$ cat config.mk
export PLATFORM = sky130hd
export DESIGN_NAME = minute_second_countdown_timer_flat
export DESIGN_NICKNAME = d
export VERILOG_FILES = /design/src/design/mssct_pkg.sv /design/src/design/mssct_evt_if.sv /design/src/design/mssct_res_if.sv /design/src/design/mssct_cfg_if.sv /design/src/design/mssct_in_reg.sv /design/src/design/mssct_engine.sv /design/src/design/minute_second_countdown_timer.sv /design/src/flat_wrapper.sv
export SDC_FILE = /design/constraint.sdc
export NUM_CORES = 1
export LEC_CHECK = 0
export BUFFER_PORTS_ARGS = -buffer_cell sky130_fd_sc_hd__buf_2
export CAP_MARGIN = 20
export CORE_ASPECT_RATIO = 0.6
export CORE_MARGIN = 2
export CORE_UTILIZATION = 46
export DETAILED_ROUTE_END_ITERATION = 16
export GPL_TIMING_DRIVEN = 0
export SYNTH_ARGS = -nofsm -noshare
export SYNTH_HDL_FRONTEND = slang
export SYNTH_SLANG_ARGS = --single-unit
$ cat constraint.sdc
create_clock -name clk_i -period 9.6 [get_ports clk_i]
set_input_delay 0.48 -clock clk_i [delete_from_list [all_inputs] [get_ports clk_i]]
set_output_delay 0.48 -clock clk_i [all_outputs]
set_load 0.03 [all_outputs]
$ cat src/design/mssct_pkg.sv
// Package for the minutes:seconds countdown timer.
// Holds field widths, event codes, register indexes and the item structs.
// No dependencies.
`default_nettype none

package mssct_pkg;

  localparam int unsigned SecW   = 6;
  localparam int unsigned MinW   = 7;
  localparam int unsigned KindW  = 3;
  localparam int unsigned FlashW = 4;
  localparam int unsigned CfgIdxW = 1;
  localparam int unsigned CfgDataW = 6;

  localparam logic [MinW-1:0]   MaxMinutes     = 7'd99;
  localparam logic [SecW-1:0]   MaxSeconds     = 6'd59;
  localparam logic [SecW-1:0]   BeepReset      = 6'd3;
  localparam logic [FlashW-1:0] FlashReset     = 4'd3;
  localparam logic [FlashW-1:0] FlashMinTicks  = 4'd2;

  typedef enum logic [KindW-1:0] {
    KIND_TICK   = 3'd0,
    KIND_INC    = 3'd1,
    KIND_DEC    = 3'd2,
    KIND_TOGGLE = 3'd3,
    KIND_START  = 3'd4
  } kind_e;

  typedef enum logic [CfgIdxW-1:0] {
    CFG_BEEP_LAST_SECONDS = 1'b0,
    CFG_FLASH_TICKS       = 1'b1
  } cfg_idx_e;

  typedef struct packed {
    kind_e kind;
    logic  long_press;
  } item_t;

  typedef struct packed {
    logic [SecW-1:0]   beep_last_seconds;
    logic [FlashW-1:0] flash_ticks;
  } cfg_t;

  typedef struct packed {
    logic [SecW-1:0] seconds_shown;
    logic [MinW-1:0] minutes_shown;
    logic            showing_dashes;
    logic            sound_request;
    logic            dot_blinking;
    logic            is_paused;
    logic            focus_on_seconds;
    logic            press_declined;
  } result_t;

endpackage

`default_nettype wire

$ cat src/design/mssct_evt_if.sv
// Event channel of the countdown timer: valid/ready plus the event fields.
// Depends on mssct_pkg for widths.
`default_nettype none

interface mssct_evt_if;
  logic                         valid;
  logic                         ready;
  logic [mssct_pkg::KindW-1:0]  kind;
  logic                         long_press;

  modport source (output valid, output kind, output long_press, input ready);
  modport sink   (input valid, input kind, input long_press, output ready);
endinterface

`default_nettype wire

$ cat src/design/mssct_res_if.sv
// Result channel of the countdown timer: valid/ready plus the shown fields.
// Depends on mssct_pkg for widths.
`default_nettype none

interface mssct_res_if;
  logic                        valid;
  logic                        ready;
  logic [mssct_pkg::SecW-1:0]  seconds_shown;
  logic [mssct_pkg::MinW-1:0]  minutes_shown;
  logic                        showing_dashes;
  logic                        sound_request;
  logic                        dot_blinking;
  logic                        is_paused;
  logic                        focus_on_seconds;
  logic                        press_declined;

  modport source (
    output valid, output seconds_shown, output minutes_shown, output showing_dashes,
    output sound_request, output dot_blinking, output is_paused,
    output focus_on_seconds, output press_declined, input ready
  );
  modport sink (
    input valid, input seconds_shown, input minutes_shown, input showing_dashes,
    input sound_request, input dot_blinking, input is_paused,
    input focus_on_seconds, input press_declined, output ready
  );
endinterface

`default_nettype wire

$ cat src/design/mssct_cfg_if.sv
// Configuration write channel of the countdown timer: valid/ready, index, data.
// Depends on mssct_pkg for widths.
`default_nettype none

interface mssct_cfg_if;
  logic                           valid;
  logic                           ready;
  logic [mssct_pkg::CfgIdxW-1:0]  index;
  logic [mssct_pkg::CfgDataW-1:0] data;

  modport source (output valid, output index, output data, input ready);
  modport sink   (input valid, input index, input data, output ready);
endinterface

`default_nettype wire

$ cat src/design/mssct_in_reg.sv
// Input register of the countdown timer: captures one event item.
// Depends on mssct_pkg and mssct_evt_if.
`default_nettype none

module mssct_in_reg (
  input  wire logic           clk_i,
  input  wire logic           rst_ni,
  mssct_evt_if.sink           evt_i,
  input  wire logic           take_i,
  output logic                item_valid_o,
  output mssct_pkg::item_t    item_o
);

  logic             valid_q;
  logic             valid_d;
  mssct_pkg::item_t item_q;

  // The slot frees up in the same cycle the engine takes the held item.
  assign evt_i.ready = !valid_q || take_i;

  always_comb begin
    valid_d = valid_q;
    if (evt_i.valid && evt_i.ready) begin
      valid_d = 1'b1;
    end else if (take_i) begin
      valid_d = 1'b0;
    end
  end

  always_ff @(posedge clk_i or negedge rst_ni) begin
    if (!rst_ni) begin
      valid_q <= 1'b0;
    end else begin
      valid_q <= valid_d;
    end
  end

  always_ff @(posedge clk_i) begin
    if (evt_i.valid && evt_i.ready) begin
      item_q.kind       <= mssct_pkg::kind_e'(evt_i.kind);
      item_q.long_press <= evt_i.long_press;
    end
  end

  assign item_valid_o = valid_q;
  assign item_o       = item_q;

endmodule

`default_nettype wire

$ cat src/design/mssct_engine.sv
// Timer state and its update per event, plus the result register.
// Depends on mssct_pkg and mssct_res_if.
`default_nettype none

module mssct_engine (
  input  wire logic          clk_i,
  input  wire logic          rst_ni,
  input  wire logic          item_valid_i,
  input  wire mssct_pkg::item_t item_i,
  input  wire mssct_pkg::cfg_t  cfg_i,
  output logic               take_o,
  mssct_res_if.source        res_o
);

  logic [mssct_pkg::SecW-1:0]   remain_sec_q, remain_sec_d;
  logic [mssct_pkg::MinW-1:0]   remain_min_q, remain_min_d;
  logic [mssct_pkg::SecW-1:0]   preset_sec_q, preset_sec_d;
  logic [mssct_pkg::MinW-1:0]   preset_min_q, preset_min_d;
  logic                         paused_q, paused_d;
  logic [mssct_pkg::FlashW-1:0] flash_left_q, flash_left_d;
  logic                         edit_sec_q, edit_sec_d;
  logic                         beep_q, beep_d;
  logic                         blink_q, blink_d;
  logic                         declined;

  logic                         out_valid_q, out_valid_d;
  mssct_pkg::result_t           result_q, result_d;

  logic [mssct_pkg::SecW-1:0]   sec_dec;
  logic [mssct_pkg::FlashW-1:0] flash_eff;

  assign take_o    = item_valid_i && (!out_valid_q || res_o.ready);
  assign sec_dec   = remain_sec_q - 6'd1;
  assign flash_eff = (cfg_i.flash_ticks < mssct_pkg::FlashMinTicks) ?
                     mssct_pkg::FlashMinTicks : cfg_i.flash_ticks;

  always_comb begin
    remain_sec_d = remain_sec_q;
    remain_min_d = remain_min_q;
    preset_sec_d = preset_sec_q;
    preset_min_d = preset_min_q;
    paused_d     = paused_q;
    flash_left_d = flash_left_q;
    edit_sec_d   = edit_sec_q;
    beep_d       = beep_q;
    blink_d      = blink_q;
    declined     = 1'b0;

    unique case (item_i.kind)
      mssct_pkg::KIND_TICK: begin
        if (!paused_q) begin
          priority if (flash_left_q != '0) begin
            flash_left_d = flash_left_q - 4'd1;
            // Last dash tick: stop and put the preset back on the display.
            if (flash_left_q == 4'd1) begin
              paused_d     = 1'b1;
              blink_d      = 1'b0;
              remain_sec_d = preset_sec_q;
              remain_min_d = preset_min_q;
            end
          end else if (remain_min_q != '0) begin
            if (remain_sec_q == '0) begin
              remain_min_d = remain_min_q - 7'd1;
              remain_sec_d = mssct_pkg::MaxSeconds;
            end else begin
              remain_sec_d = sec_dec;
            end
          end else if (remain_sec_q != '0) begin
            remain_sec_d = sec_dec;
            if (sec_dec <= cfg_i.beep_last_seconds) begin
              beep_d = 1'b1;
            end
          end else begin
            // The tick that finds zero counts as the first dash tick.
            flash_left_d = flash_eff - 4'd1;
          end
        end
      end
      mssct_pkg::KIND_INC, mssct_pkg::KIND_DEC: begin
        if (edit_sec_q) begin
          if (item_i.kind == mssct_pkg::KIND_INC) begin
            if (remain_sec_q < mssct_pkg::MaxSeconds) remain_sec_d = remain_sec_q + 6'd1;
          end else if (remain_sec_q != '0) begin
            remain_sec_d = sec_dec;
          end
        end else begin
          if (item_i.kind == mssct_pkg::KIND_INC) begin
            if (remain_min_q < mssct_pkg::MaxMinutes) remain_min_d = remain_min_q + 7'd1;
          end else if (remain_min_q != '0) begin
            remain_min_d = remain_min_q - 7'd1;
          end
        end
        preset_sec_d = remain_sec_d;
        preset_min_d = remain_min_d;
      end
      mssct_pkg::KIND_TOGGLE: begin
        edit_sec_d = !edit_sec_q;
      end
      mssct_pkg::KIND_START: begin
        edit_sec_d = 1'b0;
        if (item_i.long_press) begin
          if (remain_min_q == preset_min_q && remain_sec_q == preset_sec_q) begin
            declined = 1'b1;
          end else begin
            paused_d     = 1'b1;
            remain_sec_d = preset_sec_q;
            remain_min_d = preset_min_q;
            beep_d       = 1'b0;
            blink_d      = 1'b0;
            flash_left_d = '0;
          end
        end else begin
          paused_d = !paused_q;
          blink_d  = paused_q;
        end
      end
      default: begin
      end
    endcase
  end

  always_comb begin
    result_d.seconds_shown    = remain_sec_d;
    result_d.minutes_shown    = remain_min_d;
    result_d.showing_dashes   = (flash_left_d != '0);
    result_d.sound_request    = beep_d;
    result_d.dot_blinking     = blink_d;
    result_d.is_paused        = paused_d;
    result_d.focus_on_seconds = edit_sec_d;
    result_d.press_declined   = declined;
  end

  always_comb begin
    out_valid_d = out_valid_q;
    if (take_o) begin
      out_valid_d = 1'b1;
    end else if (res_o.ready) begin
      out_valid_d = 1'b0;
    end
  end

  always_ff @(posedge clk_i or negedge rst_ni) begin
    if (!rst_ni) begin
      remain_sec_q <= '0;
      remain_min_q <= '0;
      preset_sec_q <= '0;
      preset_min_q <= '0;
      paused_q     <= 1'b1;
      flash_left_q <= '0;
      edit_sec_q   <= 1'b0;
      beep_q       <= 1'b0;
      blink_q      <= 1'b0;
      out_valid_q  <= 1'b0;
    end else begin
      out_valid_q <= out_valid_d;
      if (take_o) begin
        remain_sec_q <= remain_sec_d;
        remain_min_q <= remain_min_d;
        preset_sec_q <= preset_sec_d;
        preset_min_q <= preset_min_d;
        paused_q     <= paused_d;
        flash_left_q <= flash_left_d;
        edit_sec_q   <= edit_sec_d;
        beep_q       <= beep_d;
        blink_q      <= blink_d;
      end
    end
  end

  always_ff @(posedge clk_i) begin
    if (take_o) begin
      result_q <= result_d;
    end
  end

  assign res_o.valid            = out_valid_q;
  assign res_o.seconds_shown    = result_q.seconds_shown;
  assign res_o.minutes_shown    = result_q.minutes_shown;
  assign res_o.showing_dashes   = result_q.showing_dashes;
  assign res_o.sound_request    = result_q.sound_request;
  assign res_o.dot_blinking     = result_q.dot_blinking;
  assign res_o.is_paused        = result_q.is_paused;
  assign res_o.focus_on_seconds = result_q.focus_on_seconds;
  assign res_o.press_declined   = result_q.press_declined;

endmodule

`default_nettype wire

$ cat src/design/minute_second_countdown_timer.sv
// Minutes:seconds countdown timer with preset, dash flash at zero and beep flag.
// Path: an accepted event item is held in the input register, then its result
// in the result register. Throughput: one item per cycle while the result side
// is ready; the state update for an item finishes in the cycle it leaves the input register.
// Reset: count and preset 0:00, paused, minutes focus, flags clear,
// beep threshold 3 seconds, flash length 3 ticks.
`default_nettype none

module minute_second_countdown_timer (
  input  wire logic    clk_i,
  input  wire logic    rst_ni,
  mssct_evt_if.sink    evt_i,
  mssct_cfg_if.sink    cfg_i,
  mssct_res_if.source  res_o
);

  mssct_pkg::cfg_t  cfg_q;
  mssct_pkg::item_t item;
  logic             item_valid;
  logic             take;

  assign cfg_i.ready = 1'b1;

  always_ff @(posedge clk_i or negedge rst_ni) begin
    if (!rst_ni) begin
      cfg_q.beep_last_seconds <= mssct_pkg::BeepReset;
      cfg_q.flash_ticks       <= mssct_pkg::FlashReset;
    end else if (cfg_i.valid && cfg_i.ready) begin
      unique case (mssct_pkg::cfg_idx_e'(cfg_i.index))
        mssct_pkg::CFG_BEEP_LAST_SECONDS: cfg_q.beep_last_seconds <= cfg_i.data;
        mssct_pkg::CFG_FLASH_TICKS: cfg_q.flash_ticks <= cfg_i.data[mssct_pkg::FlashW-1:0];
      endcase
    end
  end

  mssct_in_reg u_in_reg (
    .clk_i        (clk_i),
    .rst_ni       (rst_ni),
    .evt_i        (evt_i),
    .take_i       (take),
    .item_valid_o (item_valid),
    .item_o       (item)
  );

  mssct_engine u_engine (
    .clk_i        (clk_i),
    .rst_ni       (rst_ni),
    .item_valid_i (item_valid),
    .item_i       (item),
    .cfg_i        (cfg_q),
    .take_o       (take),
    .res_o        (res_o)
  );

endmodule

`default_nettype wire
$ cat src/flat_wrapper.sv
// flat-port wrapper written by rule: the top's interface ports become plain ports
module minute_second_countdown_timer_flat 
  (clk_i, rst_ni, evt_i_valid, evt_i_kind, evt_i_long_press, evt_i_ready, cfg_i_valid, cfg_i_index, cfg_i_data, cfg_i_ready, res_o_valid, res_o_seconds_shown, res_o_minutes_shown, res_o_showing_dashes, res_o_sound_request, res_o_dot_blinking, res_o_is_paused, res_o_focus_on_seconds, res_o_press_declined, res_o_ready);
  mssct_evt_if evt_i_i ();
  mssct_cfg_if cfg_i_i ();
  mssct_res_if res_o_i ();
  input  wire logic clk_i;
  input  wire logic rst_ni;
  input wire logic [$bits(evt_i_i.valid)-1:0] evt_i_valid;
  input wire logic [$bits(evt_i_i.kind)-1:0] evt_i_kind;
  input wire logic [$bits(evt_i_i.long_press)-1:0] evt_i_long_press;
  output wire logic [$bits(evt_i_i.ready)-1:0] evt_i_ready;
  input wire logic [$bits(cfg_i_i.valid)-1:0] cfg_i_valid;
  input wire logic [$bits(cfg_i_i.index)-1:0] cfg_i_index;
  input wire logic [$bits(cfg_i_i.data)-1:0] cfg_i_data;
  output wire logic [$bits(cfg_i_i.ready)-1:0] cfg_i_ready;
  output wire logic [$bits(res_o_i.valid)-1:0] res_o_valid;
  output wire logic [$bits(res_o_i.seconds_shown)-1:0] res_o_seconds_shown;
  output wire logic [$bits(res_o_i.minutes_shown)-1:0] res_o_minutes_shown;
  output wire logic [$bits(res_o_i.showing_dashes)-1:0] res_o_showing_dashes;
  output wire logic [$bits(res_o_i.sound_request)-1:0] res_o_sound_request;
  output wire logic [$bits(res_o_i.dot_blinking)-1:0] res_o_dot_blinking;
  output wire logic [$bits(res_o_i.is_paused)-1:0] res_o_is_paused;
  output wire logic [$bits(res_o_i.focus_on_seconds)-1:0] res_o_focus_on_seconds;
  output wire logic [$bits(res_o_i.press_declined)-1:0] res_o_press_declined;
  input wire logic [$bits(res_o_i.ready)-1:0] res_o_ready;
  assign evt_i_i.valid = evt_i_valid;
  assign evt_i_i.kind = evt_i_kind;
  assign evt_i_i.long_press = evt_i_long_press;
  assign evt_i_ready = evt_i_i.ready;
  assign cfg_i_i.valid = cfg_i_valid;
  assign cfg_i_i.index = cfg_i_index;
  assign cfg_i_i.data = cfg_i_data;
  assign cfg_i_ready = cfg_i_i.ready;
  assign res_o_valid = res_o_i.valid;
  assign res_o_seconds_shown = res_o_i.seconds_shown;
  assign res_o_minutes_shown = res_o_i.minutes_shown;
  assign res_o_showing_dashes = res_o_i.showing_dashes;
  assign res_o_sound_request = res_o_i.sound_request;
  assign res_o_dot_blinking = res_o_i.dot_blinking;
  assign res_o_is_paused = res_o_i.is_paused;
  assign res_o_focus_on_seconds = res_o_i.focus_on_seconds;
  assign res_o_press_declined = res_o_i.press_declined;
  assign res_o_i.ready = res_o_ready;
  minute_second_countdown_timer u_core (.clk_i(clk_i), .rst_ni(rst_ni), .evt_i(evt_i_i), .cfg_i(cfg_i_i), .res_o(res_o_i));
endmodule
-- Yosys cells after proc, flatten, opt, wreduce, memory -nomap -nowiden
Index checks and enable logic that the tools add are counted.
- logic and storage cells: 121
- output and inout bits: 22
- bits in registers: 69
- input bits: 16
- add/sub/neg operators: 6
- $lt $le $gt $ge: 4
- reductions and logical operators: 22
- equality and inequality tests: 7
- muxes and demuxes: 58
- bitwise operators: 1
- operator list (cell ; count):
    7-bit two-way mux ; 11
    6-bit two-way mux ; 11
    4-bit two-way mux ; 7
    1-bit two-way mux ; 22
    7-bit case mux with 3 select lines ; 1
    6-bit case mux with 3 select lines ; 1
    1-bit case mux with 2 select lines ; 4
    4-bit case mux with 2 select lines ; 1
    2-bit AND reduction ; 4
    4-bit nonzero test ; 2
    4-bit by 1-bit subtractor with 4-bit output (second input constant) ; 2
    7-bit by 1-bit adder with 7-bit output (second input constant) ; 1
    7-bit equality test ; 1
    7-bit less-than comparator (second input constant) ; 1
    7-bit nonzero test ; 1
    7-bit by 1-bit subtractor with 7-bit output (second input constant) ; 1
    6-bit by 1-bit adder with 6-bit output (second input constant) ; 1
    3-bit by 2-bit equality test with 1-bit output (second input constant) ; 2
    6-bit equality test ; 1
    6-bit less-or-equal comparator ; 1
    6-bit zero test ; 1
    6-bit less-than comparator (second input constant) ; 1
    6-bit nonzero test ; 1
    6-bit by 1-bit subtractor with 6-bit output (second input constant) ; 1
    11 further kinds ; 18

-- Logic depth before layout (Yosys ltp)
- depth after elaboration: 9
- mapped depth: 13
- mapped depth without buffers: 12

-- Modules after synthesis
A second synthesis with hierarchy kept.
- cell total of the unflattened synthesis: 580
- area total of the unflattened synthesis: 5086.1 µm²
- modules (own cells, without submodules) (module ; area an instance (µm²) ; sequential area each (µm²) ; cells each ; times used):
    mssct_engine ; 4481.8 ; 1447.6 ; 547 ; 1
    minute_second_countdown_timer ; 430.4 ; 255.2 ; 25 ; 1
    mssct_in_reg ; 173.9 ; 145.1 ; 8 ; 1

-- Least setup slack after synthesis
Ideal clock, no wire load.
- path kind: register to register
- from: register u_core.u_engine.remain_sec_q[0] (netlist bit)
- to: register u_core.u_engine.result_q (netlist bit u_core.u_engine.res_o.seconds_shown[0]) (data pin)
- path buffers: 1
- arrival time: 2.759 ns
- library setup time: 0.260 ns
- path slack: 6.581 ns
- stages on the path, launching flop included: 14
- period minus slack after synthesis: 3.019 ns
- data required time: 9.340 ns
- path through: dfrtp_1 > clkbuf_1 > inv_1 > ha_1 > or3b_1 > nor2_2 > inv_2 > ha_1 > nor4_1 > a31oi_1 > a31oi_1 > o221ai_1 > a21oi_1 > a21oi_1
- word-level cells in the longest chain between the ends: 6
- elaborated cells between the ends (all ways): 19
- those cells by class: add/sub: 2; order compare: 1; eq/ne: 1; mux: 12; reduce/logical: 3
- RTL lines (what ; line ; source):
    start, declared ; mssct_engine.sv:15 ; logic [mssct_pkg::SecW-1:0] remain_sec_q, remain_sec_d;
    start signal, assigned ; mssct_engine.sv:157 ; remain_sec_q <= remain_sec_d;
    6-bit by 1-bit subtractor with 6-bit output (tied with other cells) ; mssct_engine.sv:33 ; assign sec_dec = remain_sec_q - 6'd1;
    6-bit two-way mux (on tied branches) ; mssct_engine.sv:68, mssct_engine.sv:83, mssct_engine.sv:62 ;
    6-bit two-way mux ; mssct_engine.sv:61 ; end else if (remain_min_q != '0) begin
    6-bit two-way mux ; mssct_engine.sv:52 ; priority if (flash_left_q != '0) begin
    6-bit two-way mux ; mssct_engine.sv:51 ; if (!paused_q) begin
    6-bit case mux with 3 select lines (*) ; mssct_engine.sv:49 ; unique case (item_i.kind)
    via u_core.u_engine.remain_sec_d, one bit ; mssct_engine.sv:15 ;
    end signal, assigned ; mssct_engine.sv:172 ; result_q <= result_d;
    end, declared ; mssct_engine.sv:27 ; mssct_pkg::result_t result_q, result_d;
Mark *: on every way through the listed nets, which the timed path passes. The rest lies on a longest branch.
A chain may end at the register's enable or synchronous reset.

-- Worst setup path after layout
Ends and elaborated chain as after synthesis.

==> results.cfg <==
[outcome]
outcome = completed

[yosys]
yosysTopAreaCell = dfrtp_1
ys.flop_type = dfrtp_1
synth_edf_count = 23
yosys-top-cells-area = dfrtp_1 20%, edfxtp_1 14%, nand2_1 4.9%
yosys.cell_types.count = 80
ys_warn_count = 0
postSynthCellCount = 595
synth_nets = 625
yosysSeqAreaShare_pct = 36.5
syn_area_um2 = 5060
yosysTopAreaCellShare_pct = 20.3
ys_seq_elements = 69
synthArstFlopShare_pct = 66.7
avgSynthCellArea_um2 = 8.50

[clock_tree]
hold_buffers = 0
cts_resized = 0
clock-sinks = 69
cts_max_level = 3
cts_tree = built
cts_made_buffers = 9
clkTransAtPathRegs_ps = 60
cts_root_buf = clkbuf_16
clk_path_buf_depth = 2
worstSkewPairLatency_ps = 350
post_cts_buffers = 0

[pwr]
seq_power_share_pct = 27.3
intPower_uw = 938
swShare_pct = 46.0
vdd_drop_max_mv = 0.154
comb_power_share_pct = 51.2
powerDensity_nw_per_um2 = 302
switchingPower_uw = 799
clock_power_share_pct = 21.5
cellLeakagePower_uw = 0.00232

[worst_setup_path]
r2r-end = u_core.u_engine.res_o.seconds_shown[0]
required_ps = 9690
critPathKind = reg2reg
end_kind = flop
worstRegToRegCells = 13
cp_slowest_stage_delay_ps = 490
startpoint = u_core.u_engine.remain_sec_q[0]
cp_max_fo = 10
setup.worst_path.end = u_core.u_engine.res_o.seconds_shown[0]
crit_chain = clkbuf_1 > inv_1 > ha_1 > or3b_1 > nor2_2 > inv_2 > ha_1 > nor4_1 > a31oi_1 > a31oi_1 > o221ai_1 > a21oi_1 > a21oi_1
critPathSlowestCell = or3b_1
worstPathArrival_ps = 4140
r2r_slack_ps = 5540
r2r-start = u_core.u_engine.remain_sec_q[0]
start_kind = flop

[floorplan]
dieArea_um2 = 11900
initial_core_util_pct = 47.6
core-area_um2 = 10600
fp.dieW_um = 139
num_rows = 29
die_h_um = 85.2
io-pin-count = 38

[placement]
dp_slack_ps = 5670
hpwl_um = 14000
gp_congestion = 1.02
buffer_ports.inserted = 36

[sta]
holdWs_ps = 83.3
max_slew.worst_pin.slew_ps = 920
rsz0062_at_grt = false
max_freq_mhz = 247
worst_clock_skew_ps = 9.50
fin_crit_sh_pct = 42.3
finalHoldViolCount = 0
relSlewSlack_pct = 38.4
setup_viol = 0
drv_slew = 0
worst_slack_ps = 5540
setup_tns_ps = 0
period_needed_ps = 4060

[min_path]
hp-class = in2async

[route]
antenna_left = 0
avgRoutedWirePerCell_um = 24.2
dr_total_vias = 5276
avgViaCountPerCell = 6.70
drc = 0
dr.first_iter.drc_count = 731
first_pass_iters = 8
routed_wl_um = 19100

[global_route]
grt_use_total_pct = 32.9
grt_max_degree = 30
grt_pass1_vias = 4942
antenna_found_initial = 0
grt-ovfl-total = 0
grt_pass1_wl_um = 29400

[layout]
drive_gt1_share_pct = 15.1
nNetsFinal = 673
area_growth_pct = 13.8
diodes = 0

[job]
timing.max_cap.violations = 0
==> cells by family after synthesis <==
kind of cell,count (synthesis),synth area share (%)
buffers and inverters,64,5.22
multiplexers,13,2.75
flip-flops,69,36.5
XOR/XNOR,21,3.64
other,1,0.0741
AND/OR/NAND/NOR,225,22.9
AO/OA/AOI/OAI,188,25.5
adder cells (fa/ha/maj),14,3.46
==> synth_stat cells, drive strengths merged, types with 8 or more instances <==
library cell,instances
a21o,10
a21oi,33
a31oi,12
buf,12
clkbuf,29
dfrtp,41
edfxtp,23
ha,14
inv,22
nand2,66
nand2b,8
nand3,18
nand4,12
nor2,51
nor2b,8
nor3,16
o21ai,47
or3,8
xnor2,18
==> metrics by stage <==
step | power [uW] | instances | utilization, % | instance area (um^2)
4_1_cts | 1700 | 787 | 54.1 | 5760
3_3_place_gp | 1310 | 770 | 50.9 | 5410
3_5_place_dp | 1320 | 771 | 51.1 | 5430
6_report | 1740 | 787 | 54.1 | 5760
2_1_floorplan | 1080 | 595 | - | 5060
5_1_grt | 1830 | 787 | 54.1 | 5760
==> metal layers <==
layer	wire, um	GRT usage, %
met3	2500	10.2
met1	8620	48.6
met5	0	0
met4	546	12.1
met2	7410	45.0
==> flip-flops by register name (all words and copies together), names as in the netlist, 4 cells and up <==
name,cells
u_core.cfg_q,10
u_core.u_engine.res_o.seconds_shown,6
u_core.u_engine.remain_min_q,7
u_core.u_engine.flash_left_q,4
u_core.u_engine.preset_sec_q,6
u_core.u_engine.preset_min_q,7
u_core.u_engine.res_o.minutes_shown,7
u_core.u_in_reg.item_o,4
u_core.u_engine.remain_sec_q,6
==> power by group through the flow <==
| stage | registers (uW) | clock network [uW] | logic (uW) |
|---|---|---|---|
| finish | 473 | 374 | 889 |
| global route | 480 | 389 | 959 |
| CTS | 470 | 376 | 857 |
| detailed placement | 474 | 0 | 851 |
| global placement | 473 | 0 | 840 |
| floorplan | 485 | 0 | 592 |
==> worst max-delay path, delay by kind of cell (launching register included) <==
family	cells	cell delay, ps
AO/OA/AOI/OAI	5	880
buffers and inverters	3	580
AND/OR/NAND/NOR	3	1100
adder cells (fa/ha/maj)	2	750
flip-flops	1	480
==> area by class of cell <==
type	instances	area, um^2
Tap cell	139	174
Clock inverter	7	97.6
Buffer	41	179
Fill cell	1020	4870
Timing Repair Buffer	37	200
Clock buffer	9	225
Inverter	23	86.3
Sequential cell	69	1850
Multi-Input combinational cell	462	2950
==> how the worst min path moves through the flow <==
stage | startpoint | endpoint | slack, ps | cells past startpoint
after CTS | rst_ni | u_core.u_engine.res_o.valid | 100 | 1
after global placement | u_core.u_in_reg.item_valid_o | u_core.u_engine.res_o.valid | 480 | 1
after floorplan | rst_ni | u_core.cfg_q[2] | 180 | 0
final | rst_ni | u_core.u_engine.res_o.valid | 80 | 1
after global routing | rst_ni | u_core.u_engine.res_o.valid | 120 | 1
after detailed placement | rst_ni | u_core.u_engine.res_o.valid | 460 | 1
==> layout by cell type, fill, tap and decap left out, drive strengths merged, types with 7 or more instances in the layout <==
master,Yosys,layout
inv,22,24
a21o,10,10
and3,7,7
dfrtp,41,41
nand3,18,18
a31oi,12,12
nor3,16,16
nand2,66,66
mux2,7,7
ha,14,14
clkbuf,29,38
o31ai,7,7
xnor2,18,18
nand4,12,12
or3,8,8
a21oi,33,33
buf,12,49
and2,7,7
o211ai,7,7
nand2b,8,8
nor2,51,51
o21ai,47,47
nor2b,8,8
edfxtp,23,23
No activity file was read; power rests on OpenSTA's default activity.
